[config.mk]
export PLATFORM = sky130hd
export DESIGN_NAME = csr_arith
export DESIGN_NICKNAME = d
export VERILOG_FILES = /design/src/rtl/core/csr_pkg.sv /design/src/rtl/core/csr_arith.sv
export SDC_FILE = /design/constraint.sdc
export NUM_CORES = 2
export LEC_CHECK = 0
export BUFFER_PORTS_ARGS = -buffer_cell sky130_fd_sc_hd__buf_2
export CORE_ASPECT_RATIO = 1.1
export CORE_MARGIN = 4
export CORE_UTILIZATION = 52
export CTS_BUF_LIST = sky130_fd_sc_hd__clkbuf_4 sky130_fd_sc_hd__clkbuf_8 sky130_fd_sc_hd__clkbuf_16
export CTS_CLUSTER_SIZE = 8
export DETAILED_ROUTE_END_ITERATION = 8
export GPL_TIMING_DRIVEN = 0
export PLACE_DENSITY = 0.72
export SYNTH_ARGS = -nofsm -noshare
export SYNTH_HDL_FRONTEND = slang
export SYNTH_SLANG_ARGS = --single-unit
[constraint.sdc]
create_clock -name i_clk -period 10.95 [get_ports i_clk]
set_input_delay 1.095 -clock i_clk [delete_from_list [all_inputs] [get_ports i_clk]]
set_output_delay 1.095 -clock i_clk [all_outputs]
set_load 0.01 [all_outputs]
[src/rtl/core/csr_pkg.sv]
// ----------------------------------------------------------------------------
// csr_pkg
// Shared types and constants for the circle versus wall collision resolver.
// ----------------------------------------------------------------------------
package csr_pkg;

    localparam int WALL_DEPTH_DEF = 64;
    localparam int FRAC_BITS_DEF  = 12;

    localparam logic [11:0] RADIUS_RST = 12'd1229;
    localparam logic [3:0]  PASSES_RST = 4'd4;

    // register indexes on the configuration port (byte address / 4)
    typedef enum logic [1:0] {
        REG_ACTIVE = 2'd0,
        REG_RADIUS = 2'd1,
        REG_PASSES = 2'd2,
        REG_NONE   = 2'd3
    } t_reg_idx;

    typedef enum logic [1:0] {
        OP_MUL  = 2'd0,
        OP_DIV  = 2'd1,
        OP_SQRT = 2'd2,
        OP_NOP  = 2'd3
    } t_arith_op;

    typedef struct packed {
        logic      start;
        t_arith_op op;
        logic [4:0] steps;
    } t_arith_req;

    function automatic logic signed [23:0] sat24(input logic signed [63:0] v);
        logic signed [23:0] r;
        if (v > 64'sd8388607) begin
            r = 24'sh7FFFFF;
        end else if (v < -64'sd8388608) begin
            r = 24'sh800000;
        end else begin
            r = v[23:0];
        end
        return r;
    endfunction

endpackage

[src/rtl/core/csr_arith.sv]
// ----------------------------------------------------------------------------
// csr_arith
// Shared multi-cycle arithmetic unit: signed multiply (16-bit digit per
// cycle), restoring divide (one quotient bit per cycle) and integer square
// root (one result bit per cycle).
// ----------------------------------------------------------------------------
module csr_arith
    import csr_pkg::*;
(
    input  logic        i_clk,
    input  logic        i_rst_n,
    input  t_arith_req  i_req,
    input  logic [63:0] i_op_a,   // mul: a, div: starting remainder, sqrt: value
    input  logic [63:0] i_op_b,   // mul: b, div: dividend bits shifted in from bit 23
    input  logic [63:0] i_op_c,   // div: divisor
    output logic        o_done,
    output logic [63:0] o_res
);

    logic        r_busy;
    logic        r_fin;
    t_arith_op   r_op;
    logic [4:0]  r_cnt;
    logic        r_neg;
    logic [63:0] r_x;
    logic [63:0] r_y;
    logic [63:0] r_acc;
    logic [63:0] r_den;

    logic [63:0] w_mag_a;
    logic [63:0] w_mag_b;
    logic [63:0] w_prod;
    logic [63:0] w_dshift;
    logic        w_dge;
    logic [63:0] w_strial;

    always_comb begin
        w_mag_a  = i_op_a[63] ? (~i_op_a + 64'd1) : i_op_a;
        w_mag_b  = i_op_b[63] ? (~i_op_b + 64'd1) : i_op_b;
        w_prod   = r_x[47:0] * r_y[15:0];
        w_dshift = {r_acc[62:0], r_y[23]};
        w_dge    = (w_dshift >= r_den);
        w_strial = r_acc + r_y;
    end

    always_ff @(posedge i_clk) begin
        if (!i_rst_n) begin
            r_busy <= 1'b0;
            r_fin  <= 1'b0;
            r_op   <= OP_NOP;
            r_cnt  <= '0;
        end else begin
            r_fin <= 1'b0;
            if (i_req.start) begin
                r_busy <= 1'b1;
                r_op   <= i_req.op;
                unique case (i_req.op)
                    OP_MUL: begin
                        r_cnt <= 5'd1;
                        r_neg <= i_op_a[63] ^ i_op_b[63];
                        r_x   <= {32'd0, w_mag_a[31:0]};
                        r_y   <= {32'd0, w_mag_b[31:0]};
                        r_acc <= '0;
                    end
                    OP_DIV: begin
                        r_cnt <= i_req.steps - 5'd1;
                        r_acc <= i_op_a;
                        r_y   <= i_op_b;
                        r_den <= i_op_c;
                        r_x   <= '0;
                    end
                    OP_SQRT: begin
                        r_cnt <= 5'd31;
                        r_x   <= i_op_a;
                        r_y   <= 64'h4000_0000_0000_0000;
                        r_acc <= '0;
                    end
                    default: begin
                        r_cnt <= '0;
                    end
                endcase
            end else if (r_busy) begin
                unique case (r_op)
                    OP_MUL: begin
                        r_acc <= r_acc + w_prod;
                        r_x   <= r_x << 16;
                        r_y   <= r_y >> 16;
                    end
                    OP_DIV: begin
                        r_acc <= w_dge ? (w_dshift - r_den) : w_dshift;
                        r_x   <= {r_x[62:0], w_dge};
                        r_y   <= r_y << 1;
                    end
                    OP_SQRT: begin
                        if (r_x >= w_strial) begin
                            r_x   <= r_x - w_strial;
                            r_acc <= (r_acc >> 1) + r_y;
                        end else begin
                            r_acc <= r_acc >> 1;
                        end
                        r_y <= r_y >> 2;
                    end
                    default: ;
                endcase
                r_cnt <= r_cnt - 5'd1;
                if (r_cnt == 5'd0) begin
                    r_busy <= 1'b0;
                    r_fin  <= 1'b1;
                end
            end
        end
    end

    always_comb begin
        unique case (r_op)
            OP_MUL:  o_res = r_neg ? (~r_acc + 64'd1) : r_acc;
            OP_DIV:  o_res = r_x;
            OP_SQRT: o_res = r_acc;
            default: o_res = '0;
        endcase
    end

    assign o_done = r_fin;

    a_no_start_busy: assert property (@(posedge i_clk) disable iff (!i_rst_n)
        i_req.start |-> (!r_busy && !r_fin))
        else $error("arith start while busy");
    a_fin_after_busy: assert property (@(posedge i_clk) disable iff (!i_rst_n)
        r_fin |-> $past(r_busy))
        else $error("arith done without work");
    a_mul_short: assert property (@(posedge i_clk) disable iff (!i_rst_n)
        (r_busy && (r_op == OP_MUL)) |-> (r_cnt <= 5'd1))
        else $error("multiply step count out of range");

endmodule

==> results by stage <==
Yosys:
- By area the synthesized netlist is led by fa_1 24%, edfxtp_1 13%, ha_1 8.4%.
- The most used flip-flop cell after synthesis is edfxtp_1.
- By count the netlist is led by 1093 x inv_1, 1061 x nand2_1, 709 x fa_1.
- The fraction of synthesis flops using an asynchronous set or reset pin is 0%.
- The post-synthesis average cell area is just under 8 sq um.
- Of the post-synthesis cell area, the dominant cell type holds 23.8%.
- The distinct cell type count of the synthesized netlist is 83.
- The flop and latch count out of synthesis is approximately 270.
- The Yosys step of the flow raised 0 warnings.
- The biggest area contributor in the post-synthesis netlist is fa_1.
- The most instantiated library cell after synthesis is inv_1.
- The number of enable flip-flop cells after synthesis is approximately 260.
- The sequential element share of the synthesized area is a little over an eighth.
- The synthesized net count is 8847.
- The synthesized cell area is between 50000 and 60000 sq um.
- After technology mapping, the gate count stands at roughly 7.5k.

Setup path:
- STA puts the critical path data required time at approximately 11 ns.
- STA classifies the critical path startpoint as a flip-flop.
- The element type at the critical path end is a flip-flop.
- The critical setup path kind is flip-flop to flip-flop.
- At the worst endpoint, the arrival time is 11.05 ns.
- Of all nets on the critical path, the largest fanout is 10.

Clock tree:
- At the later pin of the worst-skew pair, clock insertion delay measures around 0.61 ns.
- The clock tree from TritonCTS is yes.
- The root buffer cell is clkbuf_16.
- In this run the number of H-tree levels came out at 2.
- After clock tree synthesis, the clock-pin slew on the worst setup and hold paths is roughly 0.06 ns.
- The post-CTS setup buffer count is 0.
- The number of sinks driven by the clock tree is roughly 270.
- The total of cells resized after clock tree synthesis is 0.
- Hold repair after CTS inserted 0 buffers.
- The number of clock buffers added by TritonCTS is 40.
- The maximum number of buffers from clock root to sink is 3.

Timing:
- The worst setup skew after layout is 0.0212 ns.
- Setup repair after global routing left no endpoint under its margin.
- For the pin with the worst max-slew slack, the measured transition is roughly 1.6 ns.
- The number of failing hold endpoints at the final stage is 0.
- The final critical path time including I/O delays and setup is ~11 ns.
- The timing-limited maximum frequency is 93.0 MHz.
- The number of max-slew violations in the final report was between 50 and 60.
- The worst path uses around 100% of the clock period.
- The headroom to the max-slew limit is -6.81%.
- The final count of negative-setup-slack endpoints is 0.
- The worst path meets setup with slightly below 0.2 ns of slack.

Finish:
- The area growth from synthesis to layout is 7.86%.
- The number of standard cells in the layout, taps in and fillers out is between 9k and 10k.
- The final layout contains about 9k nets.
- In the final layout, the share of cells above drive strength 1 is about 5%.

Placement:
- The number of placed instances, taps included is roughly 9.3k.
- After legalization and detailed placement, the total HPWL measured between 200000 and 250000 um.
- The congestion estimate from routability-driven global placement came to 1.13.
- Port buffering added 265 buffers.
- The post-place setup slack is 0.893 ns.

Global route:
- Entering global routing, the biggest net connects 65 pins.
- The initial antenna violation count came to 16.
- The met2 demand-to-capacity share in global routing is roughly 68%.
- The number of global-route vias before repair was 59.6k.
- For this run the aggregate overflow at the end of global routing stands at 0.
- The met1 usage is approximately three fifths.
- The busiest metal layer after global routing is met2.
- The global-route track usage on met3 is 14.5%.
- The first-pass GRT wire length is approximately 400000 um.
- The global-route usage over all layers is a little under half.

Drt:
- Dividing the detail-routed via count by the number of cells gives 6.56.
- For this block, the via count after detailed routing is 61.6k.
- The first routing iteration left ~9.5k violations.
- After detailed routing, the number of remaining DRC violations is 6.
- The first TritonRoute pass finished after 9 iterations.
- Once detail routing completed, the nets flagged for antenna violations numbered 0.
- For this block, the routed nets add up to between 200000 and 300000 um of wire.
- After detailed routing, the average wire length per cell comes to 30.4 um.

Worst hold path:
- The type of the tightest min-delay check is flip-flop to flip-flop.

Floorplanning:
- The area of the die is around 120000 sq um.
- The floorplan has roughly 130 rows.
- The number of top-level pins is between 200 and 300.
- The core area is about 110000 sq um.
- The height of the die is roughly 360 um.
- The x dimension of the die is 331 um.
- The initial utilization of the core area, before any placement, comes to between 50% and 60%.

Outcome:
- The run finished, with violations left.
- The checks that failed: design-rule violations, max-capacitance violations, max-slew violations.

Flow run:
- The max capacitance violation total is 6.
metrics by stage:
stage	cell area [sq um]	util [%]	hold slack (ns)	setup TNS, ns
floorplan	59600	-	0.477	0
global placement	62800	55.5	0.516	-332.27
detailed placement	63000	55.7	0.527	0
CTS	64200	56.7	0.536	0
global route	64200	56.8	0.559	0
finish	64300	56.8	0.544	0
cells by family (layout without fill, tap and decap cells):
kind of cell	after synthesis	in the layout	synth area share (%)
xor+xnor	357	357	5.25
flops	266	266	13.3
buf+inv	1605	1940	10.1
fa+ha+maj	1108	1108	32.2
other cells	0	17	0
compound gates	1903	1903	21.1
mux	31	31	0.536
simple gates	2267	2267	17.5
worst max-delay path, cell delays in order, from the launching register on:
cell and delay, ns:
edfxtp_1 0.92, clkbuf_1 0.73, inv_1 0.21, fa_1 0.51
nand2b_1 0.18, a21oi_1 0.23, o311ai_0 0.39, nand4_1 0.35
a31oi_1 0.18, o21ai_0 0.69, a211oi_1 0.24, o21bai_1 0.28
nor2b_1 0.37, nor2_1 0.09, xor2_1 0.34, ha_1 0.29
a21oi_1 0.08, o21ai_0 0.53, o21bai_1 0.13, a211oi_1 0.54
o21ai_0 0.50, nand2_1 0.37, clkbuf_1 0.92, clkbuf_1 0.89
o21ai_0 0.16, a22oi_1 0.17, o21ai_0 0.11
sequential cells by signal, indices dropped and copies added, names as in the netlist:
name,cells
r_neg,1
r_busy,1
r_acc,64
r_op,2
r_x,64
r_cnt,5
r_den,64
r_y,64
o_done,1
worst paths after layout:
kind                    startpoint                    end  slack (ns)  cells after the start
max               r_y[1]$_DFFE_PP_     r_acc[9]$_DFFE_PP_        0.19                     26
min          r_cnt[2]$_SDFFE_PN0N_  r_cnt[2]$_SDFFE_PN0N_        0.54                      2
max reg2reg       r_y[1]$_DFFE_PP_     r_acc[9]$_DFFE_PP_        0.19                     26
min reg2reg  r_cnt[2]$_SDFFE_PN0N_  r_cnt[2]$_SDFFE_PN0N_        0.54                      2
metal layers:
| metal | vias up | routed length (um) |
|---|---|---|
| met3 | 1038 | 39000 |
| met4 | 12 | 23300 |
| met1 | 29900 | 106000 |
| met2 | 4477 | 117000 |
| met5 | - | 198 |
| li1 | 26200 | - |
final cells by class:
| cell class | instances | area [sq um] |
|---|---|---|
| Timing Repair Buffer | 273 | 1490 |
| Tap cell | 1506 | 1880 |
| Clock inverter | 3 | 55.1 |
| Multi-Input combinational cell | 5666 | 45700 |
| Clock buffer | 59 | 1160 |
| Fill cell | 10600 | 48900 |
| Sequential cell | 266 | 7900 |
| Inverter | 1094 | 4110 |
| Antenna cell | 17 | 42.5 |
| Buffer | 511 | 1940 |
cell usage in the layout (no fill, tap or decap), types with 20 or more instances in the layout:
cell,n
inv_1,1093
nand2_1,1061
fa_1,709
a21oi_1,493
clkbuf_1,474
o21ai_0,405
nor2_1,404
ha_1,399
buf_2,269
edfxtp_1,257
and2_1,250
xnor2_1,238
a21o_1,200
xor2_1,119
nand3_1,103
nand4_1,100
a221oi_1,96
o31ai_1,93
and3_1,81
nor3_1,79
o21bai_1,76
a222oi_1,70
a22oi_1,70
a31oi_1,52
o211ai_1,47
clkbuf_16,40
a211oi_1,38
nor2b_1,33
or3_1,33
nand2b_1,32
buf_1,32
o21a_1,31
o221ai_1,26
mux2i_1,24
o22ai_1,21
o41ai_1,20
Power is left out: the tool's default activity adds up to more than one toggle a clock period on the data nets, which glitch-free logic cannot reach.
